### config.mk
export PLATFORM = sky130hd
export DESIGN_NAME = ordered_key_value_table_flat
export DESIGN_NICKNAME = d
export VERILOG_FILES = /design/src/hdl/okvt_pkg.sv /design/src/hdl/okvt_if.sv /design/src/hdl/okvt_cell.sv /design/src/hdl/ordered_key_value_table.sv /design/src/flat_wrapper.sv
export SDC_FILE = /design/constraint.sdc
export NUM_CORES = 2
export LEC_CHECK = 0
export ABC_CLOCK_PERIOD_IN_PS = 6300
export BUFFER_PORTS_ARGS = -buffer_cell sky130_fd_sc_hd__buf_4
export CAP_MARGIN = 40
export CORE_ASPECT_RATIO = 0.7
export CORE_MARGIN = 2
export CORE_UTILIZATION = 50
export CTS_BUF_LIST = sky130_fd_sc_hd__clkbuf_8
export DETAILED_ROUTE_END_ITERATION = 6
export MAX_ROUTING_LAYER = met4
export PLACE_DENSITY = 0.65
export SYNTH_ARGS = -nofsm -noshare
export SYNTH_HDL_FRONTEND = slang
export SYNTH_SLANG_ARGS = --single-unit
### constraint.sdc
create_clock -name i_clk -period 6.3 [get_ports i_clk]
set_clock_uncertainty 0.05 [all_clocks]
set_input_delay 1.26 -clock i_clk [delete_from_list [all_inputs] [get_ports i_clk]]
set_output_delay 1.26 -clock i_clk [all_outputs]
set_load 0.1 [all_outputs]
### src/hdl/okvt_pkg.sv
// ============================================================================
// okvt_pkg: shared types and constants of the ordered key/value table
// Holds the request and status codes, the state type of the sequencer and
// the control word that the top level sends to each storage cell.
// ============================================================================
package okvt_pkg;

    // Fixed payload widths of the request and response channels.
    localparam int MODE_W   = 2;
    localparam int KEY_W    = 32;
    localparam int VALUE_W  = 32;
    localparam int STATUS_W = 2;
    localparam int COUNT_W  = 5;

    typedef enum logic [MODE_W-1:0] {
        MODE_SET    = 2'd0,
        MODE_GET    = 2'd1,
        MODE_DELETE = 2'd2,
        MODE_CLEAR  = 2'd3
    } t_mode;

    typedef enum logic [STATUS_W-1:0] {
        STAT_DONE    = 2'd0,
        STAT_MISSING = 2'd1,
        STAT_FULL    = 2'd2
    } t_status;

    typedef enum logic {
        ST_IDLE = 1'b0,
        ST_EXEC = 1'b1
    } t_state;

    // Per-cell command for the execute cycle.
    typedef struct packed {
        logic wr_key;
        logic wr_value;
        logic shift;
    } t_cell_ctl;

endpackage

### src/hdl/okvt_if.sv
// ============================================================================
// okvt_if: request and response channels of the ordered key/value table
// Valid/ready channels; a transfer happens at a rising clock edge at which
// valid and ready are both high.
// ============================================================================
interface okvt_req_if;
    logic                          valid;
    logic                          ready;
    logic [okvt_pkg::MODE_W-1:0]   mode;
    logic [okvt_pkg::KEY_W-1:0]    key_in;
    logic [okvt_pkg::VALUE_W-1:0]  value_in;

    modport source (output valid, output mode, output key_in, output value_in,
                    input ready);
    modport sink   (input valid, input mode, input key_in, input value_in,
                    output ready);
endinterface

interface okvt_rsp_if;
    logic                          valid;
    logic                          ready;
    logic [okvt_pkg::STATUS_W-1:0] status;
    logic [okvt_pkg::VALUE_W-1:0]  value_out;
    logic [okvt_pkg::COUNT_W-1:0]  entry_count;

    modport source (output valid, output status, output value_out,
                    output entry_count, input ready);
    modport sink   (input valid, input status, input value_out,
                    input entry_count, output ready);
endinterface

### src/hdl/okvt_cell.sv
// ============================================================================
// okvt_cell: one storage cell of the ordered key/value table
// Holds one key and value, compares its key with the broadcast search key,
// and on a delete takes over the contents of its upper neighbor.
// ============================================================================
module okvt_cell #(
    parameter int KEY_BITS   = 32,
    parameter int VALUE_BITS = 32
) (
    input  logic                  i_clk,
    input  logic                  i_valid,
    input  logic [KEY_BITS-1:0]   i_cmp_key,
    input  okvt_pkg::t_cell_ctl   i_ctl,
    input  logic [KEY_BITS-1:0]   i_key,
    input  logic [VALUE_BITS-1:0] i_value,
    input  logic [KEY_BITS-1:0]   i_nb_key,
    input  logic [VALUE_BITS-1:0] i_nb_value,
    output logic                  o_hit,
    output logic [KEY_BITS-1:0]   o_key,
    output logic [VALUE_BITS-1:0] o_value
);

    logic [KEY_BITS-1:0]   r_key;
    logic [VALUE_BITS-1:0] r_value;

    always_ff @(posedge i_clk) begin
        if (i_ctl.shift) begin
            r_key   <= i_nb_key;
            r_value <= i_nb_value;
        end else begin
            if (i_ctl.wr_key) begin
                r_key <= i_key;
            end
            if (i_ctl.wr_value) begin
                r_value <= i_value;
            end
        end
    end

    assign o_hit   = i_valid && (r_key == i_cmp_key);
    assign o_key   = r_key;
    assign o_value = r_value;

endmodule

### src/hdl/ordered_key_value_table.sv
// ============================================================================
// ordered_key_value_table: small associative table in insertion order
// Row of key/value cells with a broadcast compare, in-place update, append
// and shift-down compaction on delete.
// ============================================================================
// Usage:
// Requests arrive on i_req (mode, key_in, value_in) and each one produces
// exactly one result on o_rsp (status, value_out, entry_count). Modes are
// set, get, delete and clear. A set of a new key into a full table is
// refused with the full status and leaves the table unchanged.
//
// Each request has a transfer cycle, in which the request is registered,
// and an execute cycle, in which every cell compares its key with the
// request key in parallel and the update (write, append, or shift of all
// cells above the hit by one place) is applied and the result is loaded
// into an output register. The request port is not ready during the
// execute cycle, so a new request is taken only after the last one has
// executed, since the cell row does a single parallel compare and update.
//
// When the receiver stalls, the result waits in the output register and a
// further request can still be taken; it then waits in the execute cycle
// until the output register frees up. Synchronous active-low reset empties
// the table at once: validity follows from the fill level, so the cells
// need no clearing pass and start with undefined contents.
// ============================================================================
module ordered_key_value_table #(
    parameter int CAPACITY   = 16,
    parameter int KEY_BITS   = 32,
    parameter int VALUE_BITS = 32
) (
    input  logic       i_clk,
    input  logic       i_rst_n,
    okvt_req_if.sink   i_req,
    okvt_rsp_if.source o_rsp
);

    // Fill level needs to hold CAPACITY itself.
    localparam int FW = $clog2(CAPACITY + 1);

    okvt_pkg::t_state      r_state, n_state;
    okvt_pkg::t_mode       r_mode;
    logic [KEY_BITS-1:0]   r_key;
    logic [VALUE_BITS-1:0] r_value;
    logic [FW-1:0]         r_fill, n_fill;

    logic                                r_out_valid;
    okvt_pkg::t_status                   r_status, n_status;
    logic [okvt_pkg::VALUE_W-1:0]        r_vout, n_vout;
    logic [okvt_pkg::COUNT_W-1:0]        r_count;

    logic                  go;
    logic [63:0]           key_ext;
    logic [KEY_BITS-1:0]   key_red;
    logic [63:0]           val_ext;
    logic [VALUE_BITS-1:0] val_red;
    logic [63:0]           vsel_ext;
    logic [31:0]           fill_ext;

    // Cell row signals.
    logic [CAPACITY-1:0]   hit;
    logic [CAPACITY-1:0]   hit_at_or_below;
    logic                  found;
    logic [VALUE_BITS-1:0] vsel;
    logic [KEY_BITS-1:0]   cell_key   [CAPACITY];
    logic [VALUE_BITS-1:0] cell_value [CAPACITY];
    okvt_pkg::t_cell_ctl   ctl        [CAPACITY];

    // Request fields are reduced to the configured key and value widths.
    assign key_ext = 64'(i_req.key_in);
    assign key_red = key_ext[KEY_BITS-1:0];
    assign val_ext = 64'(i_req.value_in);
    assign val_red = val_ext[VALUE_BITS-1:0];

    assign i_req.ready = (r_state == okvt_pkg::ST_IDLE);

    always_ff @(posedge i_clk) begin
        if (i_req.valid && i_req.ready) begin
            r_mode  <= okvt_pkg::t_mode'(i_req.mode);
            r_key   <= key_red;
            r_value <= val_red;
        end
    end

    // The row of cells. A cell is valid when its index is below the fill
    // level; the top cell has no upper neighbor and just keeps its contents
    // on a shift, since it becomes invalid anyway.
    for (genvar g = 0; g < CAPACITY; g++) begin : g_cell
        logic [KEY_BITS-1:0]   nb_key;
        logic [VALUE_BITS-1:0] nb_value;

        if (g + 1 < CAPACITY) begin : g_nb
            assign nb_key   = cell_key[g+1];
            assign nb_value = cell_value[g+1];
        end else begin : g_top
            assign nb_key   = cell_key[g];
            assign nb_value = cell_value[g];
        end

        okvt_cell #(
            .KEY_BITS   (KEY_BITS),
            .VALUE_BITS (VALUE_BITS)
        ) u_cell (
            .i_clk      (i_clk),
            .i_valid    (FW'(g) < r_fill),
            .i_cmp_key  (r_key),
            .i_ctl      (ctl[g]),
            .i_key      (r_key),
            .i_value    (r_value),
            .i_nb_key   (nb_key),
            .i_nb_value (nb_value),
            .o_hit      (hit[g]),
            .o_key      (cell_key[g]),
            .o_value    (cell_value[g])
        );
    end

    // Keys are unique among valid cells, so at most one cell hits and the
    // read value is a plain AND-OR over the row.
    assign found = |hit;

    always_comb begin
        vsel = '0;
        for (int i = 0; i < CAPACITY; i++) begin
            vsel = vsel | ({VALUE_BITS{hit[i]}} & cell_value[i]);
            // Shifting left drops every hit above cell i.
            hit_at_or_below[i] = |(hit << (CAPACITY - 1 - i));
        end
    end

    assign vsel_ext = 64'(vsel);

    // Sequencer: each request gets an execute cycle, held while the output
    // register is full and not being drained.
    always_comb begin
        n_state  = r_state;
        n_fill   = r_fill;
        n_status = okvt_pkg::STAT_DONE;
        n_vout   = '0;
        go       = 1'b0;
        for (int i = 0; i < CAPACITY; i++) begin
            ctl[i] = '0;
        end

        case (r_state)
            okvt_pkg::ST_IDLE: begin
                if (i_req.valid) begin
                    n_state = okvt_pkg::ST_EXEC;
                end
            end
            okvt_pkg::ST_EXEC: begin
                if (!r_out_valid || o_rsp.ready) begin
                    go      = 1'b1;
                    n_state = okvt_pkg::ST_IDLE;
                    case (r_mode)
                        okvt_pkg::MODE_SET: begin
                            if (found) begin
                                for (int i = 0; i < CAPACITY; i++) begin
                                    ctl[i].wr_value = hit[i];
                                end
                            end else if (r_fill < FW'(CAPACITY)) begin
                                for (int i = 0; i < CAPACITY; i++) begin
                                    ctl[i].wr_key   = (r_fill == FW'(i));
                                    ctl[i].wr_value = (r_fill == FW'(i));
                                end
                                n_fill = r_fill + FW'(1);
                            end else begin
                                n_status = okvt_pkg::STAT_FULL;
                            end
                        end
                        okvt_pkg::MODE_GET: begin
                            if (found) begin
                                n_vout = vsel_ext[okvt_pkg::VALUE_W-1:0];
                            end else begin
                                n_status = okvt_pkg::STAT_MISSING;
                            end
                        end
                        okvt_pkg::MODE_DELETE: begin
                            if (found) begin
                                for (int i = 0; i < CAPACITY; i++) begin
                                    ctl[i].shift = hit_at_or_below[i];
                                end
                                n_fill = r_fill - FW'(1);
                            end else begin
                                n_status = okvt_pkg::STAT_MISSING;
                            end
                        end
                        okvt_pkg::MODE_CLEAR: begin
                            n_fill = '0;
                        end
                        default: begin
                            n_fill = r_fill;
                        end
                    endcase
                end
            end
            default: begin
                n_state = okvt_pkg::ST_IDLE;
            end
        endcase
    end

    assign fill_ext = 32'(n_fill);

    always_ff @(posedge i_clk) begin
        if (!i_rst_n) begin
            r_state     <= okvt_pkg::ST_IDLE;
            r_fill      <= '0;
            r_out_valid <= 1'b0;
        end else begin
            r_state <= n_state;
            r_fill  <= n_fill;
            if (go) begin
                r_out_valid <= 1'b1;
            end else if (o_rsp.ready) begin
                r_out_valid <= 1'b0;
            end
        end
    end

    always_ff @(posedge i_clk) begin
        if (go) begin
            r_status <= n_status;
            r_vout   <= n_vout;
            r_count  <= fill_ext[okvt_pkg::COUNT_W-1:0];
        end
    end

    assign o_rsp.valid       = r_out_valid;
    assign o_rsp.status      = r_status;
    assign o_rsp.value_out   = r_vout;
    assign o_rsp.entry_count = r_count;

endmodule

### src/flat_wrapper.sv
// flat-port wrapper written by rule: the top's interface ports become plain ports
module ordered_key_value_table_flat 
#(
    parameter int CAPACITY   = 16,
    parameter int KEY_BITS   = 32,
    parameter int VALUE_BITS = 32
)
  (i_clk, i_rst_n, i_req_valid, i_req_mode, i_req_key_in, i_req_value_in, i_req_ready, o_rsp_valid, o_rsp_status, o_rsp_value_out, o_rsp_entry_count, o_rsp_ready);
  okvt_req_if i_req_i ();
  okvt_rsp_if o_rsp_i ();
  input  logic i_clk;
  input  logic i_rst_n;
  input wire logic [$bits(i_req_i.valid)-1:0] i_req_valid;
  input wire logic [$bits(i_req_i.mode)-1:0] i_req_mode;
  input wire logic [$bits(i_req_i.key_in)-1:0] i_req_key_in;
  input wire logic [$bits(i_req_i.value_in)-1:0] i_req_value_in;
  output wire logic [$bits(i_req_i.ready)-1:0] i_req_ready;
  output wire logic [$bits(o_rsp_i.valid)-1:0] o_rsp_valid;
  output wire logic [$bits(o_rsp_i.status)-1:0] o_rsp_status;
  output wire logic [$bits(o_rsp_i.value_out)-1:0] o_rsp_value_out;
  output wire logic [$bits(o_rsp_i.entry_count)-1:0] o_rsp_entry_count;
  input wire logic [$bits(o_rsp_i.ready)-1:0] o_rsp_ready;
  assign i_req_i.valid = i_req_valid;
  assign i_req_i.mode = i_req_mode;
  assign i_req_i.key_in = i_req_key_in;
  assign i_req_i.value_in = i_req_value_in;
  assign i_req_ready = i_req_i.ready;
  assign o_rsp_valid = o_rsp_i.valid;
  assign o_rsp_status = o_rsp_i.status;
  assign o_rsp_value_out = o_rsp_i.value_out;
  assign o_rsp_entry_count = o_rsp_i.entry_count;
  assign o_rsp_i.ready = o_rsp_ready;
  ordered_key_value_table #(.CAPACITY(CAPACITY), .KEY_BITS(KEY_BITS), .VALUE_BITS(VALUE_BITS)) u_core (.i_clk(i_clk), .i_rst_n(i_rst_n), .i_req(i_req_i), .o_rsp(o_rsp_i));
endmodule
After elaboration in Yosys (flattened, before gate mapping)
Cells that the tools add are included.
{"block": "word_totals", "register_bits": 1136, "in_bits": 70, "out_inout_bits": 41, "wordCells": 374}
{"block": "op_classes", "addsub": 2, "n_lt_le_gt_ge": 17, "n_eq_ne": 34, "mux": 175, "bitwise": 33, "n_reduce_logical": 72}
{"cell": "32-bit two-way mux", "n": 60}
{"cell": "32-bit bitwise AND", "n": 16}
{"cell": "32-bit == test", "n": 16}
{"cell": "32-bit bitwise OR", "n": 15}
{"cell": "48-bit two-way mux", "n": 2}
{"cell": "1-bit two-way mux", "n": 71}
{"cell": "2-bit two-way mux", "n": 34}
{"cell": "2-bit nonzero test", "n": 31}
{"cell": "5-bit by 4-bit == test with 1-bit output (second input constant)", "n": 8}
{"cell": "4-bit by 5-bit less-than comparator with 1-bit output (first input constant)", "n": 8}
{"cell": "5-bit two-way mux", "n": 5}
{"cell": "5-bit by 3-bit == test with 1-bit output (second input constant)", "n": 4}
{"cell": "3-bit by 5-bit less-than comparator with 1-bit output (first input constant)", "n": 4}
{"cell": "1-bit logical AND", "n": 17}
{"cell": "16-bit OR reduction", "n": 1}
{"cell": "5-bit one-hot mux with 3 select lines", "n": 1}
{"cell": "15-bit OR reduction", "n": 1}
{"cell": "14-bit OR reduction", "n": 1}
{"cell": "13-bit OR reduction", "n": 1}
{"cell": "12-bit OR reduction", "n": 1}
{"cell": "11-bit OR reduction", "n": 1}
{"cell": "5-bit by 2-bit == test with 1-bit output (second input constant)", "n": 2}
{"cell": "1-bit by 5-bit less-than comparator with 1-bit output (first input constant)", "n": 2}
{"cell": "2-bit by 5-bit less-than comparator with 1-bit output (first input constant)", "n": 2}
{"cell": "24 further kinds", "n": 29}

Depth between registers and ports, before layout
{"block": "logic_depth", "depth_word": 18, "depth_mapped": 15, "depth_no_buf": 10}

Modules after synthesis
A second synthesis with hierarchy kept.
{"block": "unflattened", "hier_cells": 3688, "hier_area_um2": 56351.5}
{"module": "okvt_cell", "instances": 16, "cells_per_inst": 181, "area_per_inst_um2": 3055.4, "seq_area_each_um2": 1921.8}
{"module": "ordered_key_value_table", "instances": 1, "cells_per_inst": 792, "area_per_inst_um2": 7464.7, "seq_area_each_um2": 3293.2}

Worst setup path after synthesis
Ideal clock, no wire load.
{"block": "synth_timing", "path_type": "input to register", "from": "input port o_rsp_ready", "to": "register u_core.g_cell[2].u_cell.r_key[0] (enable)", "setup_time_ns": 0.466, "t_arrival_ns": 5.676, "required_time_ns": 5.784, "slack_ns": 0.108, "stages": 5, "path_buffers": 1, "path_cell_list": "nand2b_1 and2_1 clkbuf_1 nand2_1 o21ai_0"}
{"block": "synth_via", "elab_chain_cells": 4}
{"element": "start, declared", "line": "flat_wrapper.sv:22", "source": "input wire logic [$bits(o_rsp_i.ready)-1:0] o_rsp_ready;"}
{"element": "1-bit logical OR", "line": "ordered_key_value_table.sv:151", "source": "if (!r_out_valid || o_rsp.ready) begin"}
{"element": "48-bit two-way mux", "line": "ordered_key_value_table.sv:151"}
{"element": "48-bit two-way mux", "line": "ordered_key_value_table.sv:144", "source": "case (r_state)"}
{"element": "2-bit nonzero test (no line)"}
{"element": "end signal, assigned", "line": "okvt_cell.sv:28", "source": "r_key <= i_nb_key;"}
{"element": "end signal, assigned", "line": "okvt_cell.sv:32", "source": "r_key <= i_key;"}
{"element": "end, declared", "line": "okvt_cell.sv:23", "source": "logic [KEY_BITS-1:0] r_key;"}
Every way passes these cells.
A chain may end at the register's enable or synchronous reset.

Final worst setup path
{"block": "layout_timing", "from": "register u_core.r_key[17]", "to": "register u_core.g_cell[2].u_cell.r_value[26] (enable)"}
{"block": "layout_via", "elab_chain_cells": 8, "word_cells_on_any_way": 41, "classes_between": "16 x eq/ne; 6 x mux; 19 x reduce/logical"}
{"element": "start, declared", "line": "ordered_key_value_table.sv:42", "source": "logic [KEY_BITS-1:0] r_key;"}
{"element": "start signal, assigned", "line": "ordered_key_value_table.sv:79", "source": "r_key <= key_red;"}
{"element": "32-bit == test", "line": "okvt_cell.sv:40", "source": "assign o_hit = i_valid && (r_key == i_cmp_key);"}
{"element": "1-bit logical AND", "line": "okvt_cell.sv:40"}
{"element": "16-bit OR reduction or 3-bit OR reduction (tied branches)", "line": "ordered_key_value_table.sv:119, ordered_key_value_table.sv:126"}
{"element": "1-bit two-way mux (on tied branches)", "line": "ordered_key_value_table.sv:178, ordered_key_value_table.sv:156"}
{"element": "1-bit two-way mux or 2-bit two-way mux (tied branches)", "line": "ordered_key_value_table.sv:154", "source": "case (r_mode)"}
{"element": "48-bit two-way mux *", "line": "ordered_key_value_table.sv:151"}
{"element": "48-bit two-way mux *", "line": "ordered_key_value_table.sv:144"}
{"element": "2-bit nonzero test (no line) *"}
{"element": "end signal, assigned", "line": "okvt_cell.sv:29", "source": "r_value <= i_nb_value;"}
{"element": "end signal, assigned", "line": "okvt_cell.sv:35", "source": "r_value <= i_value;"}
{"element": "end, declared", "line": "okvt_cell.sv:24", "source": "logic [VALUE_BITS-1:0] r_value;"}
Every way passes the cells marked *; elsewhere a longest branch is shown, timed or not.

==> results.toml <==
[sta]
fmax_mhz = 182
setup_viol = 0
rsz0062_at_grt = "false"
slew_headroom_pct = 31.2
timing.final.hold_violations = 0
setup_tns_ns = 0
drv_slew = 0
period_share_pct = 87.2
min_period_ns = 5.50
holdWs_ns = 0.455
worst_pin_slew_ns = 1.03

[clock_tree]
cts.sinks = 1136
clk_path_buf_depth = 3
postCtsHoldBufs = 0
cts_resized = 0
ctsHtreeMaxLevel = 4
clockRootBuffer = "clkbuf_8"
post_cts_buffers = 0
clock_latency_ns = 0.93
cts_tree = "yes"
numCtsBuffers = 177
clk_pin_slew_ns = 0.07

[worst_setup_path]
crit_arrival_ns = 6.06
r2r-start = "u_core.r_key[17]"
reg2reg_depth = 12
crit_fanout = 17
startpoint_type = "register"
required_ns = 6.86
end_kind = "register"
crit_type = "reg2reg"
r2r-end = "u_core.g_cell[2].u_cell.o_value[26]"
r2r_slack_ns = 0.80

[drt]
wl_mm = 195
antenna_left = 0
drc = 0
via_per_inst = 6.68
vias = 37800
first_pass_iters = 6
drt_iter0_drc = 6104
avgRoutedWirePerCell_um = 34.4

[logic_synthesis]
yosysWarnings = 0
synth_ff_type = "edfxtp_1"
synth-edff-count = 1129
async_flop_share_pct = 0
ys_seq_elements = 1136
ys_types = 81
syn_nets = 3948
syn-cell-area_um2 = 57800
syn_inst = 3867
ys_seq_area_share_pct = 58.9
syn_area_per_cell_um2 = 15.0

[floorplan]
die_w_um = 410
fp.coreArea_um2 = 115000
io_pins = 111
die_y_um = 289
die_area_um2 = 118000
std_cell_rows = 104
initial_core_util_pct = 50.4

[pwr]
leakagePower_nw = 21.3
power.density_nw_per_um2 = 242
peakVddDrop_mv = 0.209

[placement]
gp_congestion = 0.963
dp_hpwl_mm = 122
io_buffers = 110

[min_path]
min_path_type = "in2reg"
min-delay-start = "i_req_value_in[13]"
min_path_cells = 1
worstHoldEndpoint = "u_core.r_value[13]"

[finish]
finalNetCount = 4063
post-route-util_pct = 55.6
drive_above_1_share_pct = 35.5
nFillCells = 9403
register_area_um2 = 34000
area_delta_synth_final_pct = 10.4
multiInputGateArea_um2 = 22200

[grt]
track_usage_pct = 33.4
grt.overflow.total = 0
antenna_found_initial = 5
grt_max_degree = 65
grt_pass1_vias = 35600
grt_pass1_wl_mm = 272

[run]
maxCapViolCount = 0

[outcome]
status = "complete, no violations"
-- cell usage after synthesis (37+ instances only) --
library cell	instances	area (µm²)
edfxtp_1	1129	33900
mux2_2	868	9770
xor2_1	432	3780
nor4_1	162	1010
clkbuf_1	143	537
a22o_1	98	858
buf_2	97	485
a221oi_1	96	841
xnor2_1	78	683
nand4_1	66	413
a22oi_1	64	480
mux2_1	55	619
nand2_1	50	188
nor2_1	47	176
buf_4	41	308
nand3_1	41	205
buf_6	39	439
and3_1	38	238
mux2_4	38	571
nor3_1	38	190
a31oi_1	37	231
-- cell type report --
type | instances | area share, %
antenna | 4 | 0.0157
clock buffer | 178 | 3.84
clock inverter | 141 | 1.11
inverter | 11 | 0.0647
multi-input combinational | 2386 | 34.7
sequential | 1136 | 53.3
tap | 1537 | 3.01
timing repair buffer | 270 | 3.93
-- sequential cells by signal, summed over array words and instances (netlist names), 2 cells and up --
name                          cells
u_core.g_cell.u_cell.o_value    512
u_core.r_fill                     5
u_core.r_value                   32
u_core.r_mode                     2
u_core.r_key                     32
u_core.o_rsp.status               2
u_core.o_rsp.value_out           32
u_core.g_cell.u_cell.o_key      512
u_core.o_rsp.entry_count          5
-- placed cells by master, fill, tap and decap left out, types with 13 or more instances in the layout --
cell type / Yosys / routed
buf_4: 41 / 235
inv_1: 11 / 57
nor4b_1: 13 / 13
a31oi_1: 37 / 37
xnor2_1: 78 / 78
edfxtp_1: 1129 / 1129
nand3_1: 41 / 36
clkinv_1: 0 / 52
buf_12: 4 / 26
nor4_1: 162 / 162
clkinv_2: 0 / 24
clkbuf_8: 0 / 178
xor2_1: 432 / 432
mux2_2: 868 / 868
nand2_1: 50 / 42
nand4_1: 66 / 66
mux2_1: 55 / 55
a22o_1: 98 / 98
nor2_1: 47 / 44
and3_1: 38 / 38
a221oi_1: 96 / 96
a22oi_1: 64 / 64
nor3_1: 38 / 38
mux2_4: 38 / 38
-- stage by stage --
stage / area, µm² / instances / total power, mW / worst slack [ns]
2_1_floorplan: 57800 / 3867 / 9.35 / 0.108
6_report: 63800 / 5663 / 15.5 / 0.804
4_1_cts: 63800 / 5659 / 15.5 / 1.09
3_5_place_dp: 60700 / 5340 / 9.70 / 1.12
5_1_grt: 63800 / 5662 / 15.9 / 0.686
3_3_place_gp: 60400 / 5330 / 9.69 / 0.979
-- worst max path at each step --
stage	startpoint	endpoint	slack (ns)	cells after the start
6_report	u_core.r_key[17]	u_core.g_cell[2].u_cell.o_value[26]	0.80	12
5_1_grt	u_core.r_key[2]	u_core.g_cell[2].u_cell.o_value[10]	0.69	12
4_1_cts	u_core.r_key[2]	u_core.g_cell[2].u_cell.o_value[26]	1.09	12
3_5_place_dp	u_core.r_key[17]	u_core.g_cell[2].u_cell.o_value[10]	1.12	12
3_3_place_gp	u_core.r_key[9]	u_core.g_cell[2].u_cell.o_value[30]	0.98	11
2_1_floorplan	o_rsp_ready	u_core.g_cell[2].u_cell.o_key[0]	0.11	5
-- power by group --
| part | total, mW | switching (mW) | internal [mW] |
|---|---|---|---|
| Sequential | 8.48 | 0.0983 | 8.38 |
| Clock | 5.90 | 3.16 | 2.74 |
| Combinational | 1.10 | 0.638 | 0.461 |
| Total | 15.5 | 3.90 | 11.6 |
-- per-layer routing --
metal	up-vias	track usage, %	part of all wire, %
li1	15400	-	-
met1	19300	51.8	45
met2	2792	42.4	39
met3	312	9.16	13
met4	0	7.88	2.1
met5	-	-	0
-- critical path, cell delays in order, from the launching register on --
cell	delay [ns]
edfxtp_1	0.98
buf_4	0.39
xor2_1	0.22
nor4_1	0.12
o2111ai_1	0.10
nor4_1	0.08
a2111oi_0	0.70
buf_4	0.24
nand4_1	0.27
nor2_1	0.65
nand4_1	0.31
nand2_2	0.72
buf_4	0.34
-- logic make-up (layout without fill, tap and decap cells) --
group	after synthesis	after routing	synth area share (%)
multiplexers	962	962	19.0
XOR/XNOR	510	510	7.73
flip-flops	1136	1136	58.9
AND/OR/NAND/NOR	550	550	5.94
other	0	4	0
AO/OA/AOI/OAI	353	353	4.89
adder cells (fa/ha/maj)	11	11	0.238
buffers and inverters	345	600	3.35
No activity file was read; power rests on OpenSTA's default activity.
